### src/sv/dmm_pkg.sv
`timescale 1ns / 1ps
`default_nettype none
// ----------------------------------------------------------------------------
// dmm_pkg
// shared widths, register indexes and the controller-to-datapath command
// ----------------------------------------------------------------------------
package dmm_pkg;

  localparam int IDX_W     = 6;   // load index and store address width
  localparam int POS_W     = 3;   // row / column width of a result
  localparam int DIM_W     = 4;   // dimension register width
  localparam int SUM_W     = 35;  // result width, Q19.16 (sign included in the 19 integer bits)
  localparam int CFG_IDX_W = 2;

  // cycles the controller waits after the final issue for the pipeline
  localparam int DRAIN_CYCLES = 2;

  localparam logic [CFG_IDX_W-1:0] CFG_ROWS_A    = 2'd0;
  localparam logic [CFG_IDX_W-1:0] CFG_INNER_DIM = 2'd1;
  localparam logic [CFG_IDX_W-1:0] CFG_COLS_B    = 2'd2;

  localparam logic [DIM_W-1:0] DIM_RESET = 4'd8;

  // one multiply-accumulate step issued by the controller
  typedef struct packed {
    logic             valid;
    logic [IDX_W-1:0] a_addr;
    logic [IDX_W-1:0] b_addr;
    logic [POS_W-1:0] row;
    logic [POS_W-1:0] col;
    logic             first;       // first term of a sum
    logic             last_k;      // last term of a sum
    logic             final_elem;  // last result of the matrix
  } mac_cmd_t;

endpackage
`default_nettype wire

### src/sv/dmm_ctrl.sv
`timescale 1ns / 1ps
`default_nettype none
// ----------------------------------------------------------------------------
// dmm_ctrl
// sequencer over i, j, k that issues one multiply-accumulate per cycle
// ----------------------------------------------------------------------------
module dmm_ctrl import dmm_pkg::*; #(
  parameter int MAX_DIM = 8
) (
  input  wire logic             clk_i,
  input  wire logic             rst_ni,
  input  wire logic             go_i,
  input  wire logic [DIM_W-1:0] rows_a_i,
  input  wire logic [DIM_W-1:0] inner_dim_i,
  input  wire logic [DIM_W-1:0] cols_b_i,
  output mac_cmd_t              cmd_o,
  output logic                  busy_o
);

  typedef enum logic [2:0] {
    ST_IDLE  = 3'b001,
    ST_RUN   = 3'b010,
    ST_DRAIN = 3'b100
  } state_e;

  function automatic logic [DIM_W-1:0] dim_clamp(input logic [DIM_W-1:0] d);
    logic [DIM_W-1:0] r;
    r = d;
    if (d == '0) r = DIM_W'(1);
    else if (32'(d) > MAX_DIM) r = DIM_W'(MAX_DIM);
    return r;
  endfunction

  state_e state_q, state_d;
  logic [DIM_W-1:0] m_q, m_d, n_q, n_d, p_q, p_d;
  logic [POS_W-1:0] i_q, i_d, j_q, j_d, k_q, k_d;
  logic [1:0]       drain_q, drain_d;
  logic             k_end, j_end, i_end;
  logic [IDX_W:0]   a_lin, b_lin;

  assign k_end = ({1'b0, k_q} == (n_q - DIM_W'(1)));
  assign j_end = ({1'b0, j_q} == (p_q - DIM_W'(1)));
  assign i_end = ({1'b0, i_q} == (m_q - DIM_W'(1)));

  assign a_lin = (IDX_W+1)'(i_q) * (IDX_W+1)'(n_q) + (IDX_W+1)'(k_q);
  assign b_lin = (IDX_W+1)'(k_q) * (IDX_W+1)'(p_q) + (IDX_W+1)'(j_q);

  always_comb begin
    cmd_o.valid      = (state_q == ST_RUN);
    cmd_o.a_addr     = a_lin[IDX_W-1:0];
    cmd_o.b_addr     = b_lin[IDX_W-1:0];
    cmd_o.row        = i_q;
    cmd_o.col        = j_q;
    cmd_o.first      = (k_q == '0);
    cmd_o.last_k     = k_end;
    cmd_o.final_elem = k_end && j_end && i_end;
  end

  assign busy_o = (state_q != ST_IDLE);

  always_comb begin
    state_d = state_q;
    m_d     = m_q;
    n_d     = n_q;
    p_d     = p_q;
    i_d     = i_q;
    j_d     = j_q;
    k_d     = k_q;
    drain_d = drain_q;
    case (state_q)
      ST_IDLE: begin
        if (go_i) begin
          m_d     = dim_clamp(rows_a_i);
          n_d     = dim_clamp(inner_dim_i);
          p_d     = dim_clamp(cols_b_i);
          i_d     = '0;
          j_d     = '0;
          k_d     = '0;
          state_d = ST_RUN;
        end
      end
      ST_RUN: begin
        if (!k_end) begin
          k_d = k_q + POS_W'(1);
        end else begin
          k_d = '0;
          if (!j_end) begin
            j_d = j_q + POS_W'(1);
          end else begin
            j_d = '0;
            if (!i_end) begin
              i_d = i_q + POS_W'(1);
            end else begin
              drain_d = 2'(DRAIN_CYCLES - 1);
              state_d = ST_DRAIN;
            end
          end
        end
      end
      ST_DRAIN: begin
        if (drain_q == '0) state_d = ST_IDLE;
        else drain_d = drain_q - 2'd1;
      end
      default: begin
        state_d = ST_IDLE;
      end
    endcase
  end

  always_ff @(posedge clk_i or negedge rst_ni) begin
    if (!rst_ni) begin
      state_q <= ST_IDLE;
      m_q     <= '0;
      n_q     <= '0;
      p_q     <= '0;
      i_q     <= '0;
      j_q     <= '0;
      k_q     <= '0;
      drain_q <= '0;
    end else begin
      state_q <= state_d;
      m_q     <= m_d;
      n_q     <= n_d;
      p_q     <= p_d;
      i_q     <= i_d;
      j_q     <= j_d;
      k_q     <= k_d;
      drain_q <= drain_d;
    end
  end

endmodule
`default_nettype wire

### src/sv/dmm_datapath.sv
`timescale 1ns / 1ps
`default_nettype none
// ----------------------------------------------------------------------------
// dmm_datapath
// element stores, multiplier, accumulator and result register
// ----------------------------------------------------------------------------
module dmm_datapath import dmm_pkg::*; #(
  parameter int MAX_DIM      = 8,
  parameter int ELEMENT_BITS = 16
) (
  input  wire logic                    clk_i,
  input  wire logic                    rst_ni,
  input  wire logic                    load_i,
  input  wire logic                    kind_i,
  input  wire logic [IDX_W-1:0]        index_i,
  input  wire logic [ELEMENT_BITS-1:0] value_i,
  input  wire mac_cmd_t                cmd_i,
  output logic                         out_valid_o,
  output logic [POS_W-1:0]             out_row_o,
  output logic [POS_W-1:0]             out_col_o,
  output logic signed [SUM_W-1:0]      out_value_o,
  output logic                         out_end_o
);

  localparam int DEPTH = MAX_DIM * MAX_DIM;
  localparam int AW    = (DEPTH > 1) ? $clog2(DEPTH) : 1;
  localparam int PW    = 2 * ELEMENT_BITS;

  logic [ELEMENT_BITS-1:0]        mem_a_q [DEPTH];
  logic [ELEMENT_BITS-1:0]        mem_b_q [DEPTH];
  logic signed [ELEMENT_BITS-1:0] a_rd_q, b_rd_q;
  logic signed [PW-1:0]           prod_q;
  logic signed [SUM_W-1:0]        prod_ext, acc_q, acc_d;
  mac_cmd_t                       tag1_q, tag2_q;
  logic                           ld_ok;
  logic [AW-1:0]                  ld_addr;

  assign ld_ok   = (32'(index_i) < DEPTH);
  assign ld_addr = index_i[AW-1:0];

  // store write on a load beat, read on an issued step
  always_ff @(posedge clk_i) begin
    if (load_i && ld_ok && !kind_i) mem_a_q[ld_addr] <= value_i;
    if (cmd_i.valid) a_rd_q <= mem_a_q[cmd_i.a_addr[AW-1:0]];
  end

  always_ff @(posedge clk_i) begin
    if (load_i && ld_ok && kind_i) mem_b_q[ld_addr] <= value_i;
    if (cmd_i.valid) b_rd_q <= mem_b_q[cmd_i.b_addr[AW-1:0]];
  end

  always_ff @(posedge clk_i or negedge rst_ni) begin
    if (!rst_ni) begin
      tag1_q <= '0;
      tag2_q <= '0;
    end else begin
      tag1_q <= cmd_i;
      tag2_q <= tag1_q;
    end
  end

  always_ff @(posedge clk_i) begin
    if (tag1_q.valid) prod_q <= a_rd_q * b_rd_q;
  end

  assign prod_ext = SUM_W'(prod_q);
  assign acc_d    = (tag2_q.first ? '0 : acc_q) + prod_ext;

  always_ff @(posedge clk_i) begin
    if (tag2_q.valid) acc_q <= acc_d;
  end

  always_ff @(posedge clk_i or negedge rst_ni) begin
    if (!rst_ni) begin
      out_valid_o <= 1'b0;
    end else begin
      out_valid_o <= tag2_q.valid && tag2_q.last_k;
    end
  end

  always_ff @(posedge clk_i) begin
    if (tag2_q.valid && tag2_q.last_k) begin
      out_row_o   <= tag2_q.row;
      out_col_o   <= tag2_q.col;
      out_value_o <= acc_d;
      out_end_o   <= tag2_q.final_elem;
    end
  end

endmodule
`default_nettype wire

### src/sv/dense_matrix_multiply.sv
`timescale 1ns / 1ps
`default_nettype none
// ----------------------------------------------------------------------------
// dense_matrix_multiply
// loads A and B element by element, then computes C = A*B on the last beat
// ----------------------------------------------------------------------------
// load beat: one cycle, busy stays low, a new beat may follow at once
// last beat: busy while all m*n*p steps issue, then through the drain state;
//   each result strobes after its last term passes the read, product and result registers
// a single shared multiply-accumulate, one step per cycle, sets the pace
// results cannot be stalled by the receiver
// reset: dimension registers return to 8, stores hold no defined contents
// ----------------------------------------------------------------------------
module dense_matrix_multiply import dmm_pkg::*; #(
  parameter int MAX_DIM      = 8,
  parameter int ELEMENT_BITS = 16
) (
  input  wire logic                    clk_i,
  input  wire logic                    rst_ni,
  // configuration writes
  input  wire logic                    cfg_we_i,
  input  wire logic [CFG_IDX_W-1:0]    cfg_idx_i,
  input  wire logic [DIM_W-1:0]        cfg_data_i,
  // load beats
  input  wire logic                    start,
  output logic                         busy,
  input  wire logic                    kind_i,
  input  wire logic [IDX_W-1:0]        index_i,
  input  wire logic [ELEMENT_BITS-1:0] value_i,
  input  wire logic                    last_i,
  // result beats
  output logic                         out_valid_o,
  output logic [POS_W-1:0]             out_row_o,
  output logic [POS_W-1:0]             out_col_o,
  output logic signed [SUM_W-1:0]      product_value_o,
  output logic                         end_of_result_o
);

  logic [DIM_W-1:0] rows_a_q, inner_dim_q, cols_b_q;
  logic             load_beat;
  logic             go;
  mac_cmd_t         cmd;

  // dimension registers, indexes beyond the list are dropped
  always_ff @(posedge clk_i or negedge rst_ni) begin
    if (!rst_ni) begin
      rows_a_q    <= DIM_RESET;
      inner_dim_q <= DIM_RESET;
      cols_b_q    <= DIM_RESET;
    end else if (cfg_we_i) begin
      case (cfg_idx_i)
        CFG_ROWS_A:    rows_a_q    <= cfg_data_i;
        CFG_INNER_DIM: inner_dim_q <= cfg_data_i;
        CFG_COLS_B:    cols_b_q    <= cfg_data_i;
        default: begin
        end
      endcase
    end
  end

  // every accepted beat with an in-range index stores its element; a last beat also kicks off the
  // sequencer, which reads the store in the cycle after the beat so the write lands first
  assign load_beat = start && !busy;
  assign go        = load_beat && last_i;

  dmm_ctrl #(
    .MAX_DIM (MAX_DIM)
  ) u_ctrl (
    .clk_i       (clk_i),
    .rst_ni      (rst_ni),
    .go_i        (go),
    .rows_a_i    (rows_a_q),
    .inner_dim_i (inner_dim_q),
    .cols_b_i    (cols_b_q),
    .cmd_o       (cmd),
    .busy_o      (busy)
  );

  // stores, multiplier (registered) and accumulator feeding the result reg
  dmm_datapath #(
    .MAX_DIM      (MAX_DIM),
    .ELEMENT_BITS (ELEMENT_BITS)
  ) u_datapath (
    .clk_i       (clk_i),
    .rst_ni      (rst_ni),
    .load_i      (load_beat),
    .kind_i      (kind_i),
    .index_i     (index_i),
    .value_i     (value_i),
    .cmd_i       (cmd),
    .out_valid_o (out_valid_o),
    .out_row_o   (out_row_o),
    .out_col_o   (out_col_o),
    .out_value_o (product_value_o),
    .out_end_o   (end_of_result_o)
  );

endmodule
`default_nettype wire
### config.mk
export PLATFORM = sky130hd
export DESIGN_NAME = dense_matrix_multiply
export DESIGN_NICKNAME = d
export VERILOG_FILES = /design/src/sv/dmm_pkg.sv /design/src/sv/dmm_ctrl.sv /design/src/sv/dmm_datapath.sv /design/src/sv/dense_matrix_multiply.sv
export SDC_FILE = /design/constraint.sdc
export NUM_CORES = 2
export LEC_CHECK = 0
export BUFFER_PORTS_ARGS = -buffer_cell sky130_fd_sc_hd__buf_2
export CAP_MARGIN = 0
export CORE_UTILIZATION = 50
export DETAILED_ROUTE_END_ITERATION = 10
export PLACE_DENSITY = 0.65
export SKIP_LAST_GASP = 1
export SYNTH_ARGS = -nofsm -noshare
export SYNTH_HDL_FRONTEND = slang
export SYNTH_SLANG_ARGS = --single-unit
### constraint.sdc
create_clock -name clk_i -period 7.83 [get_ports clk_i]
set_input_delay 1.566 -clock clk_i [delete_from_list [all_inputs] [get_ports clk_i]]
set_output_delay 1.566 -clock clk_i [all_outputs]
set_load 0.1 [all_outputs]
==> After elaboration in Yosys (flattened, before gate mapping) <==
Memory sizes are Yosys's and may differ from the RTL's. A register that Yosys moved wholly into a read port is not among the register bits.
Index checks and enable logic that the tools add are counted.
{ "totals": {"ff_bits": 168, "latchBits": 0, "ramBits": 2048, "mem_bits_ro": 0, "input_bits": 34, "memories": 2} }
{ "classes": {"add_sub_neg": 10, "n_mul": 3, "div_mod_pow": 0, "order_cmp": 3, "eq_ne": 16, "shift": 0, "mux": 32, "bitwise_logic": 0, "reduce_logical": 26} }
{ "mem_list": {"columns": ["name", "words", "width", "read_ports", "rd_clocked_by_memory_dff", "wr", "line", "rtl"], "rows": [
  ["u_datapath.mem_a_q", 64, 16, 1, 1, 1, "dmm_datapath.sv:29", "logic [ELEMENT_BITS-1:0] mem_a_q [DEPTH];"],
  ["u_datapath.mem_b_q", 64, 16, 1, 1, 1, "dmm_datapath.sv:30", "logic [ELEMENT_BITS-1:0] mem_b_q [DEPTH];"]
]} }
{ "op_table": {"columns": ["operator", "n"], "rows": [
  ["2-to-1 mux 3 bit", 12],
  ["adder 35 bit", 1],
  ["2-to-1 mux 35 bit", 1],
  ["multiplier 16 x 16 -> 32 bit", 1],
  ["2-to-1 mux 4 bit", 6],
  ["case mux 3 bit (2 select lines)", 3],
  ["AND reduction 5 bit", 3],
  ["adder 6 x 3 -> 6 bit", 2],
  ["equality test 3 x 4 -> 1 bit", 3],
  ["> comparator 4 bit, second input constant", 3],
  ["logical NOT 4 bit", 3],
  ["multiplier 3 x 4 -> 6 bit", 2],
  ["inequality test 2 bit, second input constant", 6],
  ["subtractor 4 x 1 -> 4 bit, second input constant", 3],
  ["AND reduction 2 bit", 5],
  ["adder 3 x 1 -> 3 bit, second input constant", 3],
  ["case mux 3 bit (3 select lines)", 1],
  ["2-to-1 mux 2 bit", 4],
  ["logical AND 1 bit", 7],
  ["logical NOT 2 bit", 2],
  ["2-to-1 mux 1 bit", 4],
  ["case mux 2 bit (2 select lines)", 1],
  ["nonzero test 2 bit", 2],
  ["equality test 3 x 1 -> 1 bit, second input constant", 1],
  ["10 further kinds", 11]
]} }

==> Longest topological paths before layout <==
{ "depth": {"ltp_word": 6, "depth_mapped": 24, "ltp_nobuf": 23} }

==> Hierarchy <==
From an unflattened synthesis, not the netlist that was laid out.
{ "hier_totals": {"hier_cells": 4838, "area_unflattened_um2": 97187.0} }
{ "modules_own_cells": {"columns": ["mod", "instances", "cells_each", "area_per_inst_um2"], "rows": [
  ["dmm_datapath", 1, 4571, 94529.4],
  ["dmm_ctrl", 1, 238, 2172.1],
  ["dense_matrix_multiply", 1, 29, 485.5]
]} }

==> Worst setup path after synthesis <==
OpenSTA, ideal clock, no wires.
{ "synth_timing": {"path_type": "reg-to-reg", "from": "register u_datapath.a_rd_q[15] (read register of u_datapath.mem_a_q)", "to": "register u_datapath.prod_q[31] (data pin)", "setup_ps": 260, "arrival_ps": 5970, "required_time_ps": 7570, "setup_slack_ps": 1600, "stages_incl_launch_ff": 21, "path_buffers": 1, "synth_period_minus_slack_ps": 6230, "path_cell_list": "edfxtp_1 clkbuf_1 nand2_1 inv_1 fa_1 fa_1 fa_1 fa_1 fa_1 inv_1 fa_1 inv_1 ha_1 nand2_1 or3_1 nor2_1 nand2_1 o221a_2 o311ai_1 a31oi_1 xnor2_1"} }
{ "synth_between": {"elab_chain_len": 1} }
{ "synth_rtl": {"columns": ["element", "line", "rtl"], "rows": [
  ["start: declaration", "dmm_datapath.sv:31", "logic signed [ELEMENT_BITS-1:0] a_rd_q, b_rd_q;"],
  ["multiplier 16 x 16 -> 32 bit", "dmm_datapath.sv:63", "if (tag1_q.valid) prod_q <= a_rd_q * b_rd_q;"],
  ["end signal: assignment", "dmm_datapath.sv:63", null],
  ["end: declaration", "dmm_datapath.sv:32", "logic signed [PW-1:0] prod_q;"]
]} }
No other way between the ends.
A chain may end at the register's enable or synchronous reset.

==> Worst setup path in the final report <==
{ "layout_timing": {"from": "register u_datapath.b_rd_q[1] (read register of u_datapath.mem_b_q)", "to": "register u_datapath.prod_q[31] (data pin)"} }
{ "layout_between": {"elab_chain_len": 1} }
{ "layout_rtl": {"columns": ["element", "line"], "rows": [
  ["start: declaration", "dmm_datapath.sv:31"],
  ["multiplier 16 x 16 -> 32 bit", "dmm_datapath.sv:63"]
]} }
No other way between the ends.

==> run_summary.xml <==
<?xml version="1.0" encoding="UTF-8"?>
<metrics>
  <group name="cts">
    <metric name="clock-sinks" unit="">2248</metric>
    <metric name="cts-resized-gates" unit="">0</metric>
    <metric name="post_cts_setup_bufs" unit="">0</metric>
    <metric name="clock_path_buffers" unit="">3</metric>
    <metric name="cts.clk_slew.worst_paths" unit="ns">0.06</metric>
    <metric name="clock_latency" unit="ns">0.84</metric>
    <metric name="htreeDepth" unit="">4</metric>
    <metric name="cts-root-buf" unit="">clkbuf_16</metric>
    <metric name="cts_buffers" unit="">216</metric>
    <metric name="cts.hold.buffers_added" unit="">0</metric>
    <metric name="cts_tree" unit="">done</metric>
  </group>
  <group name="global_routing">
    <metric name="maximum_number_of_pins_on_one_net_before_global_route_repair" unit="">121</metric>
    <metric name="grt_pass1_wl" unit="mm">328</metric>
    <metric name="global_route.overflow_total" unit="">0</metric>
    <metric name="track_usage" unit="">0.229</metric>
    <metric name="grt_pass1_vias" unit="">48300</metric>
    <metric name="grt_antenna_before_repair" unit="">13</metric>
  </group>
  <group name="logic_synthesis">
    <metric name="synth.top_cells.by_area" unit="">edfxtp_1, mux4_2, fa_1, ha_1, dfrtp_1</metric>
    <metric name="synth_top_flop_cell" unit="">edfxtp_1</metric>
    <metric name="synth-edff-count" unit="">2189</metric>
    <metric name="seq_area_frac_synth" unit="">0.689</metric>
    <metric name="synthDistinctLibCells" unit="">62</metric>
    <metric name="syn_area" unit="um^2">97600</metric>
    <metric name="synth_seq_cells" unit="">2248</metric>
    <metric name="biggest_area_consumer_among_synthesized_cells" unit="">edfxtp_1</metric>
    <metric name="ys_top_cells_by_count" unit="">edfxtp_1, mux4_2, inv_1</metric>
    <metric name="ys_async_sr_fraction" unit="">0.0262</metric>
    <metric name="synth_most_common_cell" unit="">edfxtp_1</metric>
    <metric name="synthesis.instances" unit="">4953</metric>
    <metric name="mappedNetlistNets" unit="">5402</metric>
    <metric name="syn-mean-instance-area" unit="um^2">19.7</metric>
    <metric name="synth_largest_type_area_fraction" unit="">0.674</metric>
    <metric name="ys.warnings.count" unit="">0</metric>
  </group>
  <group name="critical_path">
    <metric name="criticalPathCategory" unit="">reg2reg</metric>
    <metric name="cp_top_family" unit="">adder cells</metric>
    <metric name="worst-endpoint-arrival" unit="ns">7.41</metric>
    <metric name="setup.worst_path.start_class" unit="">register</metric>
    <metric name="worstPathCellList" unit="">nand2_1, inv_1, fa_1, fa_1, fa_1, fa_1, fa_1, inv_1, fa_1, inv_1, ha_1, nand2_1, or3_1, nor2_1, nand2_1, o221a_2, o311ai_1, a31oi_1, xnor2_1</metric>
    <metric name="path_buf_inv" unit="">3</metric>
    <metric name="cp.required" unit="ns">8.41</metric>
    <metric name="timing.critical_path.fanout_max" unit="">16</metric>
    <metric name="critical-path-top-cell-by-count" unit="">fa_1</metric>
    <metric name="critPathCaptureType" unit="">register</metric>
    <metric name="timing.critical_path.slowest_cell_delay" unit="ns">0.84</metric>
    <metric name="cp_slowest_cell" unit="">fa_1</metric>
  </group>
  <group name="timing">
    <metric name="max_slew_margin" unit="">0.103</metric>
    <metric name="endpoints_failing_hold" unit="">0</metric>
    <metric name="period_share" unit="">0.873</metric>
    <metric name="fin_crit" unit="ns">6.83</metric>
    <metric name="setup_violations" unit="">0</metric>
    <metric name="grt_setup_unrepaired" unit="">no</metric>
    <metric name="slew_viol_final" unit="">0</metric>
    <metric name="top_achievable_clock_speed" unit="GHz">0.146</metric>
    <metric name="tightestPinTransition" unit="ns">1.34</metric>
    <metric name="timing.setup.tns" unit="ns">0</metric>
    <metric name="clk_skew" unit="ns">0.0468</metric>
  </group>
  <group name="placed_design">
    <metric name="place_congestion" unit="">0.819</metric>
    <metric name="placed_cell_area" unit="um^2">102000</metric>
    <metric name="place.port_buffers" unit="">77</metric>
    <metric name="place.detailed.hpwl" unit="mm">136</metric>
  </group>
  <group name="cells_and_area">
    <metric name="layout.nets" unit="">5666</metric>
    <metric name="seqCellArea" unit="um^2">67200</metric>
    <metric name="syn_to_final_growth" unit="%">11.6</metric>
    <metric name="fillerInstances" unit="">14400</metric>
    <metric name="final_design_area_no_fill" unit="um^2">109000</metric>
    <metric name="multiInputGateArea" unit="um^2">28200</metric>
    <metric name="final_layout_size_suffix_gt1_frac" unit="">0.234</metric>
  </group>
  <group name="pwr">
    <metric name="power_frac_seq" unit="">0.416</metric>
    <metric name="clock_power_share" unit="">0.313</metric>
    <metric name="power_density" unit="nW/um^2">306</metric>
    <metric name="total_leakage_power" unit="uW">0.0364</metric>
    <metric name="peak_supply_drop" unit="mV">0.275</metric>
    <metric name="p_sw" unit="uW">9510</metric>
    <metric name="p_int" unit="uW">23800</metric>
    <metric name="switching_share" unit="">0.286</metric>
    <metric name="comb_power_share" unit="">0.272</metric>
  </group>
  <group name="status">
    <metric name="status" unit="">finished clean</metric>
  </group>
  <group name="run">
    <metric name="maxCapViolations" unit="">0</metric>
  </group>
  <group name="die">
    <metric name="die-area" unit="um^2">197000</metric>
    <metric name="core" unit="um^2">193000</metric>
    <metric name="floorplan.initialDensity" unit="">0.505</metric>
    <metric name="ios" unit="">78</metric>
    <metric name="die_width" unit="um">444</metric>
    <metric name="std_cell_rows" unit="">161</metric>
    <metric name="die_height" unit="um">444</metric>
  </group>
  <group name="drt">
    <metric name="drtPass1Iterations" unit="">5</metric>
    <metric name="post_drt_via_cell_ratio" unit="">5.94</metric>
    <metric name="dr_total_vias" unit="">47000</metric>
    <metric name="ant_nets" unit="">0</metric>
    <metric name="drt_wl_total" unit="mm">223</metric>
    <metric name="detail_route.wl_per_cell" unit="um">28.2</metric>
    <metric name="iter_0_drt_violations" unit="">4667</metric>
    <metric name="route.detailed.drc" unit="">0</metric>
  </group>
  <group name="worst_hold_path">
    <metric name="worstHoldPathType" unit="">reg2reg</metric>
  </group>
</metrics>
==> cells in the final DEF (no fill, tap or decap), types with 18 or more instances in the layout <==
cell type     n
a211oi_1     37
xor2_1       22
a21oi_1      79
nand3_1      18
clkbuf_16   217
mux2_2       18
nor2_1      184
ha_1        140
nor3_1       20
fa_1        269
xnor2_1      58
inv_1       349
buf_4       183
edfxtp_1   2189
buf_2        61
clkbuf_1     46
nand2_1     184
o21ai_0      42
clkinv_2     35
mux2i_1      34
dfrtp_1      55
nand2b_1     23
clkinv_1     52
bufinv_16    26
mux4_2      640
a21o_1       26
and2_1      134
nor2b_1      76
==> flip-flops by register name (all words and copies together) (netlist names), 3 cells and up <==
name                    cells
u_datapath.b_rd_q          16
u_ctrl.state_q              3
u_datapath.prod_q          32
u_ctrl.k_q                  3
u_ctrl.m_q                  4
u_datapath.tag2_q          10
u_datapath.out_value_o     35
inner_dim_q                 4
u_datapath.tag1_q          10
u_datapath.mem_a_q       1024
u_datapath.out_row_o        3
u_datapath.a_rd_q          16
rows_a_q                    4
u_ctrl.j_q                  3
u_datapath.out_col_o        3
u_ctrl.n_q                  4
u_ctrl.p_q                  4
cols_b_q                    4
u_datapath.mem_b_q       1024
u_datapath.acc_q           35
u_ctrl.i_q                  3
==> per-layer routing <==
layer,GRT usage,vias to the layer above,wire length (um)
li1,-,19900,-
met1,0.324,25200,93600
met2,0.376,1623,110000
met3,0.0384,300,14800
met4,0.0545,2,4760
met5,0,-,13
==> stage by stage <==
| step | hold WS [ns] | total power, uW | util | setup slack (ns) | std cells |
|---|---|---|---|---|---|
| floorplan | 0.331 | 20900 | - | 1.60 | 4953 |
| global placement | 0.334 | 23100 | 0.527 | 1.06 | 7525 |
| detailed placement | 0.335 | 23200 | 0.527 | 1.01 | 7525 |
| CTS | 0.349 | 33600 | 0.563 | 1.01 | 7921 |
| global route | 0.355 | 34900 | 0.563 | 0.653 | 7921 |
| finish | 0.348 | 33300 | 0.564 | 0.998 | 7923 |
==> logic make-up (layout without fill, tap and decap cells) <==
| logic type | Yosys count | after routing | share of synthesized area |
|---|---|---|---|
| AOI/OAI and AO/OA | 253 | 253 | 0.0169 |
| muxes | 692 | 692 | 0.153 |
| and+or+nand+nor | 700 | 700 | 0.0348 |
| xor gates and xnor gates | 86 | 86 | 0.00787 |
| adders and majority gates | 415 | 415 | 0.0741 |
| buffers and inverters | 559 | 1001 | 0.0243 |
| DFF | 2248 | 2248 | 0.689 |
| other | 0 | 2 | 0 |
==> area by class of cell <==
type                    instances  area share
flip-flops and latches       2248       0.617
diodes                          2   0.0000460
clock inverters               131      0.0135
inverters                     350      0.0121
repair buffers                255      0.0174
well taps                    2526      0.0290
clock buffers                 265      0.0517
multi-input cells            2146       0.259
==> path summary, 6_finish.rpt <==
kind	startpoint	to	slack (ns)	cells after the start
worst max register to register	u_datapath.b_rd_q[1]$_DFFE_PP_	u_datapath.prod_q[31]$_DFFE_PP_	1.0	19
worst min register to register	u_datapath.tag1_q[6]$_DFF_PN0_	u_datapath.tag2_q[6]$_DFF_PN0_	0.35	0
worst max-delay path	u_datapath.b_rd_q[1]$_DFFE_PP_	u_datapath.prod_q[31]$_DFFE_PP_	1.0	19
worst min-delay path	u_datapath.tag1_q[6]$_DFF_PN0_	u_datapath.tag2_q[6]$_DFF_PN0_	0.35	0
min in group asynchronous	rst_ni	u_datapath.tag2_q[4]$_DFF_PN0_	0.88	2
max in group asynchronous	rst_ni	u_ctrl.n_q[2]$_DFFE_PN0P_	6.46	2
==> power groups by stage <==
stage	sequential (uW)	clock, uW	combinational (uW)
6_report	13800	10400	9030
5_1_grt	13800	11000	10100
4_1_cts	13800	10600	9150
3_5_place_dp	14100	0	9100
3_3_place_gp	14100	0	9010
2_1_floorplan	14000	0	6840
Note: power is estimated with default switching activity, not from simulation.
